**src/rtl/core/klca_pkg.sv**
```systemverilog
// Shared types, constants and codes of the keyframe light color animator.
package klca_pkg;

    localparam int MAX_KEYS_DEF  = 8;
    localparam int TIME_BITS_DEF = 16;

    localparam int OP_W       = 2;
    localparam int DUR_W      = 16;
    localparam int KCNT_W     = 4;
    localparam int KEY_SLOT_W = 3;
    localparam int CH_W       = 8;
    localparam int COL_W      = 3 * CH_W;
    localparam int CFG_IDX_W  = 3;
    localparam int CFG_VAL_W  = 16;

    localparam logic [OP_W-1:0] OP_TICK  = 2'd0;
    localparam logic [OP_W-1:0] OP_WRITE = 2'd1;
    localparam logic [OP_W-1:0] OP_ACT   = 2'd2;
    localparam logic [OP_W-1:0] OP_DEACT = 2'd3;

    localparam logic [CFG_IDX_W-1:0] REG_DURATION     = 3'd0;
    localparam logic [CFG_IDX_W-1:0] REG_KEY_COUNT    = 3'd1;
    localparam logic [CFG_IDX_W-1:0] REG_RAMP_MODE    = 3'd2;
    localparam logic [CFG_IDX_W-1:0] REG_ALARM_LIGHT  = 3'd3;
    localparam logic [CFG_IDX_W-1:0] REG_ALARM_ACTIVE = 3'd4;

    localparam logic [DUR_W-1:0]  DUR_RESET  = 16'd1000;
    localparam logic [KCNT_W-1:0] KCNT_RESET = 4'd1;

    // Red in the top lane, blue in the bottom lane.
    typedef logic [2:0][CH_W-1:0] t_rgb;

    typedef struct packed {
        logic [OP_W-1:0]       operation;
        logic [DUR_W-1:0]      elapsed_ms;
        logic [KEY_SLOT_W-1:0] key_slot;
        logic [DUR_W-1:0]      key_start_ms;
        logic [CH_W-1:0]       key_red;
        logic [CH_W-1:0]       key_green;
        logic [CH_W-1:0]       key_blue;
    } t_in_item;

    typedef struct packed {
        logic [KEY_SLOT_W-1:0] current_key;
        logic [CH_W-1:0]       out_red;
        logic [CH_W-1:0]       out_green;
        logic [CH_W-1:0]       out_blue;
        logic                  is_active;
        logic                  changed;
    } t_out_item;

    typedef struct packed {
        logic [CFG_IDX_W-1:0] idx;
        logic [CFG_VAL_W-1:0] value;
    } t_cfg_item;

    typedef struct packed {
        logic accept;
        logic act_sw;
        logic set_time;
        logic mod_init;
        logic mod_step;
        logic time_rem;
        logic rd;
        logic take;
        logic nxt;
        logic wrap;
        logic col_cur;
        logic bl_set;
        logic col_nxt;
        logic mul_a;
        logic mul_b;
        logic div_init;
        logic div_step;
        logic col_q;
        logic out_load;
    } t_dp_cmd;

    typedef struct packed {
        logic [OP_W-1:0] op;
        logic            go;
        logic            need_mod;
        logic            act_same;
        logic            mod_last;
        logic            cur_last;
        logic            ramp;
        logic            hit;
        logic            bl_skip;
        logic            div_last;
    } t_dp_stat;

endpackage

```
**src/rtl/core/klca_stream_if.sv**
```systemverilog
// Valid/ready channel carrying one payload item per handshake.
interface klca_stream_if #(
    parameter type T = logic
);
    logic valid;
    logic ready;
    T     data;

    modport source (output valid, output data, input ready);
    modport sink   (input valid, input data, output ready);
endinterface

```
**src/rtl/core/klca_dp.sv**
```systemverilog
// Datapath: settings, light state, keyframe memory, modulo and blend dividers.
module klca_dp import klca_pkg::*; #(
    parameter int MAX_KEYS  = MAX_KEYS_DEF,
    parameter int TIME_BITS = TIME_BITS_DEF
) (
    input  logic      i_clk,
    input  logic      i_rst_n,
    input  t_dp_cmd   i_cmd,
    input  t_in_item  i_item,
    input  logic      i_cfg_wr,
    input  t_cfg_item i_cfg,
    output t_dp_stat  o_stat,
    output t_out_item o_res
);
    localparam int KEY_W = $clog2(MAX_KEYS);
    localparam int KC_W  = $clog2(MAX_KEYS + 1);
    localparam int SUM_W = ((TIME_BITS > DUR_W) ? TIME_BITS : DUR_W) + 1;
    localparam int MC_W  = $clog2(SUM_W + 1);
    localparam int ENT_W = DUR_W + COL_W;
    localparam int ACC_W = CH_W + DUR_W;
    localparam int REM_W = ACC_W + 1;
    localparam int DC_W  = $clog2(CH_W + 1);
    localparam logic [DUR_W-1:0] TMASK = (TIME_BITS >= DUR_W) ? {DUR_W{1'b1}} :
                                         DUR_W'((1 << TIME_BITS) - 1);

    // Settings
    logic [DUR_W-1:0]  r_dur;
    logic [KCNT_W-1:0] r_kcnt;
    logic              r_ramp;
    logic              r_alarm_light;
    logic              r_alarm_on;

    // Light state
    logic                 r_active;
    logic [TIME_BITS-1:0] r_time;
    logic [KEY_W-1:0]     r_key;
    t_rgb                 r_color;
    t_rgb                 r_key0_col;

    // Item latch and old values for the change flag
    logic [OP_W-1:0]  r_op;
    logic [DUR_W-1:0] r_ms;
    logic [KEY_W-1:0] r_old_key;
    t_rgb             r_old_col;
    logic             r_old_act;

    // Keyframe memory: start time above color
    logic [ENT_W-1:0] r_mem [MAX_KEYS];
    logic [ENT_W-1:0] r_rd;

    // Working registers
    logic [DUR_W-1:0] r_t;
    logic [SUM_W-1:0] r_dvd;
    logic [DUR_W-1:0] r_rem;
    logic [MC_W-1:0]  r_mcnt;
    logic [KC_W-1:0]  r_idx;
    logic [KEY_W-1:0] r_cur;
    logic [DUR_W-1:0] r_cur_time;
    t_rgb             r_cur_col;
    logic [DUR_W-1:0] r_nxt_time;
    t_rgb             r_nxt_col;
    logic [DUR_W-1:0] r_into;
    logic [DUR_W-1:0] r_tot;
    logic [ACC_W-1:0] r_acc [3];
    logic [REM_W-1:0] r_brem [3];
    logic [ACC_W-1:0] r_dv;
    t_rgb             r_q;
    logic [DC_W-1:0]  r_dcnt;
    t_out_item        r_res;

    logic [DUR_W-1:0] dur_eff;
    logic [KC_W-1:0]  cnt_eff;
    logic [SUM_W-1:0] sum;
    logic [DUR_W-1:0] t_direct;
    logic [DUR_W-1:0] t_new;
    logic [DUR_W-1:0] t_new_m;
    logic [DUR_W:0]   rem_shift;
    logic [DUR_W:0]   rem_sub;
    logic             rem_ge;
    logic [DUR_W-1:0] rem_nx;
    logic             wr_en;
    logic [KEY_W-1:0] wr_addr;
    logic [DUR_W-1:0] wr_time;
    logic [DUR_W-1:0] rd_time;
    t_rgb             rd_col;
    logic [DUR_W-1:0] wa;
    logic [ACC_W-1:0] prod [3];
    logic             div_ge [3];

    always_comb begin
        dur_eff = (r_dur == '0) ? DUR_W'(1) : r_dur;
        if (r_kcnt == '0) begin
            cnt_eff = KC_W'(1);
        end else if (32'(r_kcnt) > MAX_KEYS) begin
            cnt_eff = KC_W'(MAX_KEYS);
        end else begin
            cnt_eff = KC_W'(r_kcnt);
        end
    end

    assign sum = SUM_W'(r_time) + SUM_W'(r_ms);

    // Ramp clamps at the duration; a looping sum below the duration needs no modulo.
    assign t_direct = (r_ramp && (sum > SUM_W'(dur_eff))) ? dur_eff : sum[DUR_W-1:0];
    assign t_new    = i_cmd.time_rem ? r_rem : t_direct;
    assign t_new_m  = t_new & TMASK;

    // One restoring remainder step per cycle, dividend MSB first.
    assign rem_shift = {r_rem, r_dvd[SUM_W-1]};
    assign rem_ge    = rem_shift >= {1'b0, dur_eff};
    assign rem_sub   = rem_shift - {1'b0, dur_eff};
    assign rem_nx    = rem_ge ? rem_sub[DUR_W-1:0] : rem_shift[DUR_W-1:0];

    assign wr_en   = i_cmd.accept && (i_item.operation == OP_WRITE) &&
                     (32'(i_item.key_slot) < MAX_KEYS);
    assign wr_addr = KEY_W'(i_item.key_slot);
    assign wr_time = (i_item.key_slot == '0) ? '0 : i_item.key_start_ms;
    assign rd_time = r_rd[ENT_W-1:COL_W];
    assign rd_col  = t_rgb'(r_rd[COL_W-1:0]);
    assign wa      = r_tot - r_into;

    // One shared multiplier per channel: weight of the current key, then of the next.
    always_comb begin
        for (int c = 0; c < 3; c++) begin
            prod[c] = i_cmd.mul_a ? (ACC_W'(r_cur_col[c]) * ACC_W'(wa))
                                  : (ACC_W'(r_nxt_col[c]) * ACC_W'(r_into));
            div_ge[c] = r_brem[c] >= REM_W'(r_dv);
        end
    end

    always_ff @(posedge i_clk) begin
        if (!i_rst_n) begin
            r_dur         <= DUR_RESET;
            r_kcnt        <= KCNT_RESET;
            r_ramp        <= 1'b0;
            r_alarm_light <= 1'b0;
            r_alarm_on    <= 1'b0;
        end else if (i_cfg_wr) begin
            case (i_cfg.idx)
                REG_DURATION:     r_dur         <= i_cfg.value[DUR_W-1:0];
                REG_KEY_COUNT:    r_kcnt        <= i_cfg.value[KCNT_W-1:0];
                REG_RAMP_MODE:    r_ramp        <= i_cfg.value[0];
                REG_ALARM_LIGHT:  r_alarm_light <= i_cfg.value[0];
                REG_ALARM_ACTIVE: r_alarm_on    <= i_cfg.value[0];
                default:          ;
            endcase
        end
    end

    always_ff @(posedge i_clk) begin
        if (!i_rst_n) begin
            r_active <= 1'b0;
            r_time   <= '0;
            r_key    <= '0;
            r_color  <= '0;
        end else begin
            if (i_cmd.act_sw) begin
                r_active <= (r_op == OP_ACT);
                r_time   <= '0;
                r_key    <= '0;
                r_color  <= r_key0_col;
            end
            if (i_cmd.set_time || i_cmd.time_rem) begin
                r_time <= TIME_BITS'(t_new_m);
            end
            if (i_cmd.col_cur) begin
                r_key   <= r_cur;
                r_color <= r_cur_col;
            end
            if (i_cmd.col_nxt) begin
                r_key   <= r_cur;
                r_color <= r_nxt_col;
            end
            if (i_cmd.col_q) begin
                r_key   <= r_cur;
                r_color <= r_q;
            end
        end
    end

    always_ff @(posedge i_clk) begin
        if (wr_en) begin
            r_mem[wr_addr] <= {wr_time, i_item.key_red, i_item.key_green, i_item.key_blue};
        end
        if (i_cmd.rd) begin
            r_rd <= r_mem[r_idx[KEY_W-1:0]];
        end
    end

    always_ff @(posedge i_clk) begin
        if (wr_en && (i_item.key_slot == '0)) begin
            r_key0_col <= t_rgb'({i_item.key_red, i_item.key_green, i_item.key_blue});
        end
        if (i_cmd.accept) begin
            r_op      <= i_item.operation;
            r_ms      <= i_item.elapsed_ms;
            r_old_key <= r_key;
            r_old_col <= r_color;
            r_old_act <= r_active;
        end
        if (i_cmd.mod_init) begin
            r_dvd  <= sum;
            r_rem  <= '0;
            r_mcnt <= MC_W'(SUM_W);
        end
        if (i_cmd.mod_step) begin
            r_dvd  <= r_dvd << 1;
            r_rem  <= rem_nx;
            r_mcnt <= r_mcnt - MC_W'(1);
        end
        // Setting the time also starts the key search at key 0.
        if (i_cmd.set_time || i_cmd.time_rem) begin
            r_t        <= t_new_m;
            r_idx      <= KC_W'(1);
            r_cur      <= '0;
            r_cur_time <= '0;
            r_cur_col  <= r_key0_col;
        end
        if (i_cmd.take) begin
            r_cur      <= r_idx[KEY_W-1:0];
            r_cur_time <= rd_time;
            r_cur_col  <= rd_col;
            r_idx      <= r_idx + KC_W'(1);
        end
        if (i_cmd.nxt) begin
            r_nxt_time <= rd_time;
            r_nxt_col  <= rd_col;
        end
        if (i_cmd.wrap) begin
            r_nxt_time <= dur_eff;
            r_nxt_col  <= r_key0_col;
        end
        if (i_cmd.bl_set) begin
            r_into <= r_t - r_cur_time;
            r_tot  <= r_nxt_time - r_cur_time;
        end
        for (int c = 0; c < 3; c++) begin
            if (i_cmd.mul_a) begin
                r_acc[c] <= prod[c];
            end
            if (i_cmd.mul_b) begin
                r_acc[c] <= r_acc[c] + prod[c];
            end
            // Rounded quotient (2*num + tot) / (2*tot); it never exceeds one channel.
            if (i_cmd.div_init) begin
                r_brem[c] <= {r_acc[c], 1'b0} + REM_W'(r_tot);
                r_q[c]    <= '0;
            end
            if (i_cmd.div_step) begin
                r_brem[c] <= div_ge[c] ? (r_brem[c] - REM_W'(r_dv)) : r_brem[c];
                r_q[c]    <= {r_q[c][CH_W-2:0], div_ge[c]};
            end
        end
        if (i_cmd.div_init) begin
            r_dv   <= {r_tot, CH_W'(0)};
            r_dcnt <= DC_W'(CH_W);
        end
        if (i_cmd.div_step) begin
            r_dv   <= r_dv >> 1;
            r_dcnt <= r_dcnt - DC_W'(1);
        end
        if (i_cmd.out_load) begin
            r_res.current_key <= KEY_SLOT_W'(r_key);
            r_res.out_red     <= r_color[2];
            r_res.out_green   <= r_color[1];
            r_res.out_blue    <= r_color[0];
            r_res.is_active   <= r_active;
            r_res.changed     <= (r_key != r_old_key) || (r_color != r_old_col) ||
                                 (r_active != r_old_act);
        end
    end

    always_comb begin
        o_stat.op       = r_op;
        o_stat.go       = r_alarm_on ? r_alarm_light : (r_active && !r_alarm_light);
        o_stat.need_mod = !r_ramp && (sum >= SUM_W'(dur_eff));
        o_stat.act_same = r_active == (r_op == OP_ACT);
        o_stat.mod_last = r_mcnt == MC_W'(1);
        o_stat.cur_last = r_idx == cnt_eff;
        o_stat.ramp     = r_ramp;
        o_stat.hit      = rd_time <= r_t;
        o_stat.bl_skip  = (r_tot == '0) || (r_into >= r_tot);
        o_stat.div_last = r_dcnt == DC_W'(1);
    end

    assign o_res = r_res;

endmodule

```
**src/rtl/core/klca_ctrl.sv**
```systemverilog
// Controller: sequences item acceptance, time update, key search, blend and result.
module klca_ctrl import klca_pkg::*; (
    input  logic     i_clk,
    input  logic     i_rst_n,
    input  logic     i_in_valid,
    output logic     o_in_ready,
    input  t_dp_stat i_stat,
    output t_dp_cmd  o_cmd,
    output logic     o_out_valid,
    input  logic     i_out_ready
);
    localparam logic [3:0] S_IDLE   = 4'd0;
    localparam logic [3:0] S_DISP   = 4'd1;
    localparam logic [3:0] S_MOD    = 4'd2;
    localparam logic [3:0] S_MODEND = 4'd3;
    localparam logic [3:0] S_RD     = 4'd4;
    localparam logic [3:0] S_CMP    = 4'd5;
    localparam logic [3:0] S_BSET   = 4'd6;
    localparam logic [3:0] S_BCHK   = 4'd7;
    localparam logic [3:0] S_MULB   = 4'd8;
    localparam logic [3:0] S_DINIT  = 4'd9;
    localparam logic [3:0] S_DIV    = 4'd10;
    localparam logic [3:0] S_COLQ   = 4'd11;
    localparam logic [3:0] S_RES    = 4'd12;

    logic [3:0] r_state;
    logic [3:0] n_state;
    logic       r_out_valid;
    logic       n_out_valid;

    always_comb begin
        n_state = r_state;
        o_cmd   = '0;
        case (r_state)
            S_IDLE: begin
                if (i_in_valid) begin
                    o_cmd.accept = 1'b1;
                    n_state      = S_DISP;
                end
            end
            S_DISP: begin
                case (i_stat.op)
                    OP_TICK: begin
                        if (!i_stat.go) begin
                            n_state = S_RES;
                        end else if (i_stat.need_mod) begin
                            o_cmd.mod_init = 1'b1;
                            n_state        = S_MOD;
                        end else begin
                            o_cmd.set_time = 1'b1;
                            n_state        = S_RD;
                        end
                    end
                    OP_WRITE: n_state = S_RES;
                    default: begin
                        o_cmd.act_sw = !i_stat.act_same;
                        n_state      = S_RES;
                    end
                endcase
            end
            S_MOD: begin
                o_cmd.mod_step = 1'b1;
                if (i_stat.mod_last) begin
                    n_state = S_MODEND;
                end
            end
            S_MODEND: begin
                o_cmd.time_rem = 1'b1;
                n_state        = S_RD;
            end
            S_RD: begin
                // The current key is the last one in use: ramp holds it, looping wraps to key 0.
                if (i_stat.cur_last) begin
                    if (i_stat.ramp) begin
                        o_cmd.col_cur = 1'b1;
                        n_state       = S_RES;
                    end else begin
                        o_cmd.wrap = 1'b1;
                        n_state    = S_BSET;
                    end
                end else begin
                    o_cmd.rd = 1'b1;
                    n_state  = S_CMP;
                end
            end
            S_CMP: begin
                if (i_stat.hit) begin
                    o_cmd.take = 1'b1;
                    n_state    = S_RD;
                end else begin
                    o_cmd.nxt = 1'b1;
                    n_state   = S_BSET;
                end
            end
            S_BSET: begin
                o_cmd.bl_set = 1'b1;
                n_state      = S_BCHK;
            end
            S_BCHK: begin
                if (i_stat.bl_skip) begin
                    o_cmd.col_nxt = 1'b1;
                    n_state       = S_RES;
                end else begin
                    o_cmd.mul_a = 1'b1;
                    n_state     = S_MULB;
                end
            end
            S_MULB: begin
                o_cmd.mul_b = 1'b1;
                n_state     = S_DINIT;
            end
            S_DINIT: begin
                o_cmd.div_init = 1'b1;
                n_state        = S_DIV;
            end
            S_DIV: begin
                o_cmd.div_step = 1'b1;
                if (i_stat.div_last) begin
                    n_state = S_COLQ;
                end
            end
            S_COLQ: begin
                o_cmd.col_q = 1'b1;
                n_state     = S_RES;
            end
            S_RES: begin
                if (!r_out_valid || i_out_ready) begin
                    o_cmd.out_load = 1'b1;
                    n_state        = S_IDLE;
                end
            end
            default: n_state = S_IDLE;
        endcase
    end

    always_comb begin
        if (o_cmd.out_load) begin
            n_out_valid = 1'b1;
        end else if (i_out_ready) begin
            n_out_valid = 1'b0;
        end else begin
            n_out_valid = r_out_valid;
        end
    end

    always_ff @(posedge i_clk) begin
        if (!i_rst_n) begin
            r_state     <= S_IDLE;
            r_out_valid <= 1'b0;
        end else begin
            r_state     <= n_state;
            r_out_valid <= n_out_valid;
        end
    end

    assign o_in_ready  = r_state == S_IDLE;
    assign o_out_valid = r_out_valid;

endmodule

```
**src/rtl/core/keyframe_light_color_animator_top.sv**
```systemverilog
// Top level of the keyframe light color animator.
//
// Channels: i_item takes one item per valid/ready handshake (tick, keyframe
// write, activate or deactivate); o_result returns exactly one item for each
// accepted item, in order; i_cfg writes one setting register per handshake
// and is always ready. Settings must be written only while the block is
// idle; the block itself does not enforce it. A keyframe write, an activate,
// a deactivate or a gated tick goes straight to the result. An active tick
// reads the keys one by one: a ramp that reaches its last key holds it;
// otherwise the search ends at a later key or wraps to key 0, and a blend
// may follow. A looping time that wraps first runs the remainder divider
// over the W bits of the time sum, W being the wider of 16 and TIME_BITS
// plus one. The wrap remainder divider and the blend divider are bit
// serial, one bit per cycle.
// One item is worked on at a time; the next one is accepted as soon as the
// result sits in the output register, even while the receiver stalls it.
// Reset clears the light state and restores the default settings; the
// keyframe table holds no defined contents until written.
module keyframe_light_color_animator_top import klca_pkg::*; #(
    parameter int MAX_KEYS  = MAX_KEYS_DEF,
    parameter int TIME_BITS = TIME_BITS_DEF
) (
    input  logic        i_clk,
    input  logic        i_rst_n,
    klca_stream_if.sink   i_item,
    klca_stream_if.source o_result,
    klca_stream_if.sink   i_cfg
);
    t_dp_cmd   cmd;
    t_dp_stat  stat;
    t_out_item res;

    klca_ctrl u_ctrl (
        .i_clk       (i_clk),
        .i_rst_n     (i_rst_n),
        .i_in_valid  (i_item.valid),
        .o_in_ready  (i_item.ready),
        .i_stat      (stat),
        .o_cmd       (cmd),
        .o_out_valid (o_result.valid),
        .i_out_ready (o_result.ready)
    );

    klca_dp #(
        .MAX_KEYS  (MAX_KEYS),
        .TIME_BITS (TIME_BITS)
    ) u_dp (
        .i_clk    (i_clk),
        .i_rst_n  (i_rst_n),
        .i_cmd    (cmd),
        .i_item   (i_item.data),
        .i_cfg_wr (i_cfg.valid),
        .i_cfg    (i_cfg.data),
        .o_stat   (stat),
        .o_res    (res)
    );

    assign i_cfg.ready   = 1'b1;
    assign o_result.data = res;

endmodule
```
**src/flat_wrapper.sv**
```systemverilog
// flat-port wrapper written by rule: the top's interface ports become plain ports
module keyframe_light_color_animator_top_flat import klca_pkg::*;
#(
    parameter int MAX_KEYS  = MAX_KEYS_DEF,
    parameter int TIME_BITS = TIME_BITS_DEF
)
  (i_clk, i_rst_n, i_item_valid, i_item_data, i_item_ready, o_result_valid, o_result_data, o_result_ready, i_cfg_valid, i_cfg_data, i_cfg_ready);
  klca_stream_if i_item_i ();
  klca_stream_if o_result_i ();
  klca_stream_if i_cfg_i ();
  input  logic i_clk;
  input  logic i_rst_n;
  input wire logic [$bits(i_item_i.valid)-1:0] i_item_valid;
  input wire logic [$bits(i_item_i.data)-1:0] i_item_data;
  output wire logic [$bits(i_item_i.ready)-1:0] i_item_ready;
  output wire logic [$bits(o_result_i.valid)-1:0] o_result_valid;
  output wire logic [$bits(o_result_i.data)-1:0] o_result_data;
  input wire logic [$bits(o_result_i.ready)-1:0] o_result_ready;
  input wire logic [$bits(i_cfg_i.valid)-1:0] i_cfg_valid;
  input wire logic [$bits(i_cfg_i.data)-1:0] i_cfg_data;
  output wire logic [$bits(i_cfg_i.ready)-1:0] i_cfg_ready;
  assign i_item_i.valid = i_item_valid;
  assign i_item_i.data = i_item_data;
  assign i_item_ready = i_item_i.ready;
  assign o_result_valid = o_result_i.valid;
  assign o_result_data = o_result_i.data;
  assign o_result_i.ready = o_result_ready;
  assign i_cfg_i.valid = i_cfg_valid;
  assign i_cfg_i.data = i_cfg_data;
  assign i_cfg_ready = i_cfg_i.ready;
  keyframe_light_color_animator_top #(.MAX_KEYS(MAX_KEYS), .TIME_BITS(TIME_BITS)) u_core (.i_clk(i_clk), .i_rst_n(i_rst_n), .i_item(i_item_i), .o_result(o_result_i), .i_cfg(i_cfg_i));
endmodule
```
**config.mk**
```make
export PLATFORM = sky130hd
export DESIGN_NAME = keyframe_light_color_animator_top_flat
export DESIGN_NICKNAME = d
export VERILOG_FILES = /design/src/rtl/core/klca_pkg.sv /design/src/rtl/core/klca_stream_if.sv /design/src/rtl/core/klca_dp.sv /design/src/rtl/core/klca_ctrl.sv /design/src/rtl/core/keyframe_light_color_animator_top.sv /design/src/flat_wrapper.sv
export SDC_FILE = /design/constraint.sdc
export NUM_CORES = 1
export LEC_CHECK = 0
export ABC_AREA = 1
export BUFFER_PORTS_ARGS = -buffer_cell sky130_fd_sc_hd__buf_4
export CAP_MARGIN = 20
export CORE_ASPECT_RATIO = 0.5
export CORE_MARGIN = 1.5
export CORE_UTILIZATION = 40
export DETAILED_ROUTE_END_ITERATION = 10
export GPL_ROUTABILITY_DRIVEN = 0
export PLACE_DENSITY = 0.67
export SKIP_CTS_REPAIR_TIMING = 1
export SYNTH_ARGS = -nofsm -noshare
export SYNTH_HDL_FRONTEND = slang
export SYNTH_SLANG_ARGS = --single-unit
```
**constraint.sdc**
```tcl
create_clock -name i_clk -period 6 [get_ports i_clk]
set_clock_uncertainty 0.15 [all_clocks]
set_input_delay 1.2 -clock i_clk [delete_from_list [all_inputs] [get_ports i_clk]]
set_output_delay 1.2 -clock i_clk [all_outputs]
set_load 0.05 [all_outputs]
```
## Word level (Yosys, flattened, before mapping)

Memories as Yosys holds them, arrays and structs flattened.
Index checks and enable logic that the tools add are counted.

- Flip-flop bits (word level): 331
- Bits in writable memories: 147
- Output and inout port bits: 4
- Word-level logic and storage cells: 188
- Memories kept: 2

- $add $sub $neg: 16
- Multipliers: 6
- Order comparisons: 6
- Equal/unequal tests: 21
- Muxes and demuxes: 82
- Bitwise logic cells: 6
- Reduce and logical (&&, ||, !) cells: 14

Memories:

| name | depth | width | rd ports | clocked after Yosys merged registers in | write ports | RTL line | RTL |
|---|---|---|---|---|---|---|---|
| u_core.u_dp.r_brem | 3 | 25 | 3 | 0 | 3 | klca_dp.sv:65 | `logic [REM_W-1:0] r_brem [3];` |
| u_core.u_dp.r_acc | 3 | 24 | 3 | 0 | 3 | klca_dp.sv:64 | `logic [ACC_W-1:0] r_acc [3];` |

Operators by type and width:

| kind | count |
|---|---|
| 24-bit 2-to-1 mux | 12 |
| 25-bit 2-to-1 mux | 6 |
| 8-bit by 16-bit multiplier with 24-bit output | 6 |
| 16-bit 2-to-1 mux | 8 |
| 25-bit by 16-bit adder with 25-bit output | 3 |
| 25-bit by 24-bit greater-or-equal comparator with 1-bit output | 3 |
| 25-bit by 24-bit subtractor with 25-bit output | 3 |
| 24-bit adder | 3 |
| 4-bit case mux with 12 select lines | 1 |
| 16-bit subtractor | 3 |
| 23-bit 2-to-1 mux | 2 |
| 16-bit logical NOT | 2 |
| 4-bit 2-to-1 mux | 8 |
| 8-bit 2-to-1 mux | 4 |
| 1-bit 2-to-1 mux | 27 |
| 24-bit != test | 1 |
| 4-bit equality test (second input constant) | 5 |
| 3-bit 2-to-1 mux | 6 |
| 17-bit by 10-bit greater-or-equal comparator with 1-bit output | 1 |
| 4-bit by 3-bit equality test with 1-bit output (second input constant) | 4 |
| 16-bit greater-or-equal comparator | 1 |
| 16-bit <= comparator | 1 |
| 16-bit by 10-bit subtractor with 16-bit output | 1 |
| 4-bit by 1-bit equality test with 1-bit output (second input constant) | 3 |
| 19 further kinds | 37 |

## Depth between registers and ports, before layout

- Depth after elaboration: 7
- Depth in mapped cells: 14

## By module

A second synthesis with hierarchy kept.

- Cells, all modules: 8774
- Area, all modules: 74560.3 um^2

Modules (own cells, without submodules):

| module | instances | cells an instance | area each (um^2) | sequential area each (um^2) |
|---|---|---|---|---|
| klca_dp | 1 | 8672 | 74008.5 | 26275.2 |
| klca_ctrl | 1 | 99 | 536.8 | 100.1 |
| keyframe_light_color_animator_top | 1 | 3 | 15.0 | 0.0 |

## Least setup slack after synthesis

Ideal clock, no wire load.

- Kind: input to register
- From: input i_item_valid
- To: register u_core.u_dp.r_old_col[0] in the netlist's numbering (enable)
- Library setup time: 411 ps
- Arrival time: 2382 ps
- Required time: 5439 ps
- Slack: 3057 ps
- Cell stages on the path: 2
- Buffers on the path: 0
- Path through: inv_1 -> nor2_1

RTL lines:

| element | RTL line | RTL |
|---|---|---|
| start: declaration | flat_wrapper.sv:13 | `input wire logic [$bits(i_item_i.valid)-1:0] i_item_valid;` |
| end signal: assignment | klca_dp.sv:198 | `r_old_col <= r_color;` |
| end: declaration | klca_dp.sv:44 | `t_rgb r_old_col;` |

==> impl.org <==
** Setup path
- STA puts the critical path data arrival time at 3.17 ns.
- Element type at the critical path end :: flop
- The number of cells on the worst reg-to-reg path is 11.
- Maximum fanout encountered on the critical timing path :: 15
- Tracing the worst setup path back leads to its startpoint at u_core.u_dp.r_dv[5].
- The worst setup path is launched from a flop.
- Startpoint of the most critical register-to-register path :: u_core.u_dp.r_dv[5]
- Required time worst endpoint :: 6.12 ns
- The worst setup path is of the reg2reg kind.

** Finish
- From synthesis to final layout, the design area changed by 9.85%.
- In the final layout, the multi-input gates occupy 6770 µm².
- Nets@finish :: 2116
- Fill cells :: 3820
- Of the cells placed in the final design, the portion with a size suffix greater than 1 is 4.83%.
- After routing the design area is 17200 µm².
- Register cell area after layout :: 7400 µm²
- The repair_antennas step left the layout with diodes totalling 0.

** Timing
- For the pin with the worst max-slew slack, the measured transition is 1.04 ns.
- Number of max-slew violations in the final report :: 0
- Final critical-path share of the clock period :: 50.8%
- The final hold violation count was 0.
- After routing, the total negative slack on setup checks comes to 0 ns.
- Across all hold checks on the routed design, the worst slack comes to 0.267 ns.
- Based on the critical path, the design can be clocked at up to 328 MHz.
- In this run the tightest slew margin relative to its limit is 30.4%.
- Setup repair after global routing left no endpoint under its margin.
- Final-report setup violation count :: 0
- The worst path needs 3.05 ns of the cycle, external delays included.

** Logic synthesis
- Multiplexer share of the synthesized area :: 0%
- Post-synthesis sequential element count :: 263
- Adder-cell share of the synthesized area :: 6.37%
- The synthesized design contains 213 enable-type register cells.
- Number of cells produced by synthesis :: 2020
- A synthesized cell averages 7.76 µm².
- Most area-consuming cells after synthesis :: sky130_fd_sc_hd__edfxtp_1 41%, sky130_fd_sc_hd__nand2_1 12%, sky130_fd_sc_hd__inv_1 8.5%
- Commonest cells in the synthesized netlist :: 506 x sky130_fd_sc_hd__nand2_1, 356 x sky130_fd_sc_hd__inv_1, 308 x sky130_fd_sc_hd__nor2_1
- Most frequently used flop master after synthesis :: sky130_fd_sc_hd__edfxtp_1
- Ys async rst share :: 0%
- The synthesized design devotes to its leading area cell type 40.8% of total area.
- The synthesized netlist devotes 2.51% of its cell area to XOR and XNOR gates.
- Count leader, synth :: sky130_fd_sc_hd__nand2_1
- Summing the areas of all and, or, nand and nor instances in the mapped netlist gives 27.6% of the synthesized area.
- Mapped Nets :: 2105
- Total number of yosys warnings :: 0
- Share of the synthesized area in compound gates (AO/OA/AOI/OAI) :: 6.65%
- Sequential elements use 47.2% of the synthesized area.
- Synth Cell Area :: 15700 µm²
- By area, the combinational part of the netlist is dominated by simple AND/OR/NAND/NOR gates.
- Cell type with the highest aggregate area in the netlist :: sky130_fd_sc_hd__edfxtp_1
- Counting distinct cell types in the post-synthesis netlist gives 45.

** Die
- The die covers 40500 µm².
- Die W :: 283 µm
- Once the floorplan was initialized, standard cells occupied 40.5% of the core.
- Total core area :: 38700 µm²
- After floorplanning, the core was divided into 51 placement rows.
- Boundary pin count :: 11
- From bottom edge to top edge, the die measures 143 µm.

** Drt
- The first detailed-routing pass took 7 iterations.
- Drc violations :: 0
- For this block, the via count after detailed routing is 12400.
- In this run the remaining antenna-violating nets after routing total 0.
- After detailed routing, the number of vias per cell comes to 4.79.
- Routed wire length :: 35.0 mm
- Drt wl/cell :: 13.5 µm
- First-iteration detailed-routing DRC count :: 933

** GRT
- The number of antenna violations at the first check in global routing came to 0.
- The via count of the first global-routing pass is 11300.
- Residual overflow from global routing :: 0
- Entering global routing, the biggest net connects 55 pins.
- The first global-routing pass estimated 56.5 mm of wire.
- Global Route Usage Sum :: 17.2%

** Clocking
- Max clock buf depth :: 3
- Clock root buffer :: sky130_fd_sc_hd__clkbuf_16
- Clock tree synthesis found a total of 263 sinks.
- Max H-tree Level :: 1
- CTS Buf Count :: 26
- After clock tree synthesis, the clock-pin slew on the worst setup and hold paths is 0.06 ns.
- At the later pin of the worst-skew pair, clock insertion delay measures 0.57 ns.
- CTS tree :: done

** Pwr
- The analysis attributes to cell leakage a power of 7.97 nW.
- IR analysis of the VDD net gives a maximum drop of 270 µV.
- Power density over cell area :: 320 nW/µm²

** Run status
- The flow ran to the end, and the final reports show no timing, DRC or antenna violations.

** Hold path
- The worst hold path passes through 0 cells.
- Class of the worst hold path :: reg2reg
- Startpoint of the lowest-slack hold path :: u_core.u_dp.r_t[7]

** Place
- Post-placement cell area :: 16300 µm²
- Port buffer count :: 8
- After legalization and detailed placement, the total HPWL measured 25.3 mm.

** Flow run
- Across the run, the number of max-cap violations was 0.
## final cells by class
cell class	instances	share of cell area (%)
repair buffers	17	0.901
clock buffers	29	3.84
clock inverters	19	1.30
flip-flops and latches	263	42.9
multi-input cells	1363	39.3
inverters	360	7.84
well taps	530	3.85
## path summary, 6_finish.rpt
| kind | end | slack [ns] |
|---|---|---|
| setup / recovery | u_core.u_dp.r_brem[2][3] | 2.95 |
| hold / removal | u_core.u_dp.r_into[7] | 0.27 |
| setup reg to reg | u_core.u_dp.r_brem[2][3] | 2.95 |
| hold reg to reg | u_core.u_dp.r_into[7] | 0.27 |
## worst max-delay path: stages (launching register included)
cell and delay, ns:
sky130_fd_sc_hd__edfxtp_1 0.32, sky130_fd_sc_hd__inv_1 0.14, sky130_fd_sc_hd__ha_1 0.41, sky130_fd_sc_hd__nand2_1 0.13, sky130_fd_sc_hd__nor2_1 0.34, sky130_fd_sc_hd__nand3_1 0.12
sky130_fd_sc_hd__nand3_1 0.17, sky130_fd_sc_hd__nand3_1 0.11, sky130_fd_sc_hd__nand3_1 0.12, sky130_fd_sc_hd__nand2_1 0.09, sky130_fd_sc_hd__nand2_1 0.45, sky130_fd_sc_hd__buf_16 0.22
## per-stage QoR
| stage | total power [W] | std cells | setup WS, ns | util, % |
|---|---|---|---|---|
| global placement | 0.00379 | 2531 | 2.71 | 42.1 |
| floorplan | 0.00343 | 2020 | 3.06 | - |
| finish | 0.00551 | 2581 | 2.95 | 44.5 |
| CTS | 0.00554 | 2580 | 2.66 | 44.4 |
| global route | 0.00584 | 2581 | 2.74 | 44.5 |
| detailed placement | 0.00381 | 2532 | 2.70 | 42.1 |
## per-layer routing
metal | vias to the layer above | routed length (µm) | GRT usage (%)
met5 | - | 0 | 0
met4 | 0 | 787 | 4.44
met3 | 52 | 1680 | 2.92
met2 | 241 | 15600 | 28.5
met1 | 5592 | 16900 | 23.4
li1 | 6480 | - | -
## cells by family after synthesis
kind of cell,Yosys count
compound gates,199
other cells,1
buf+inv,394
xor+xnor,45
simple gates,1040
fa+ha+maj,78
flops,263
## cells in the final DEF, fill, tap and decap left out, drive strengths merged
cell	n
clkinvlp	2
o221ai	1
o21bai	2
a211oi	1
and2	5
xnor2	19
o31ai	6
o21a	1
bufinv	4
a21oi	103
o211ai	1
nor3	22
nand4	29
nor4	3
or2	20
inv	360
nor2	314
clkinv	13
a21boi	3
nand3b	5
dfxtp	50
ha	75
edfxtp	213
xor2	26
clkbuf	29
a21o	1
nand3	133
conb	1
fa	3
o21ai	78
buf	17
a31oi	2
nand2	509
## state kept, by name (all words and copies together), names as in the netlist, 3 cells and up
signal,flops
u_core.u_dp.r_time,16
u_core.u_dp.r_old_col,24
u_core.u_dp.r_cur,3
u_core.u_dp.r_color,24
u_core.u_dp.r_mcnt,5
u_core.u_dp.r_rem,16
u_core.u_dp.r_dv,18
u_core.u_ctrl.r_state,4
u_core.u_dp.r_key,3
u_core.u_dp.r_dcnt,4
u_core.u_dp.r_old_key,3
u_core.u_dp.r_q,24
u_core.u_dp.r_t,16
u_core.u_dp.r_brem,75
u_core.u_dp.r_into,16
u_core.u_dp.r_idx,4
## power breakdown
| group | switching [W] | leakage [nW] | internal [W] |
|---|---|---|---|
| Combinational | 0.00100 | 5.18 | 0.000444 |
| Sequential | 0.000106 | 2.36 | 0.00224 |
| Clock | 0.000750 | 0.430 | 0.000974 |
Note: power is estimated with default switching activity, not from simulation.
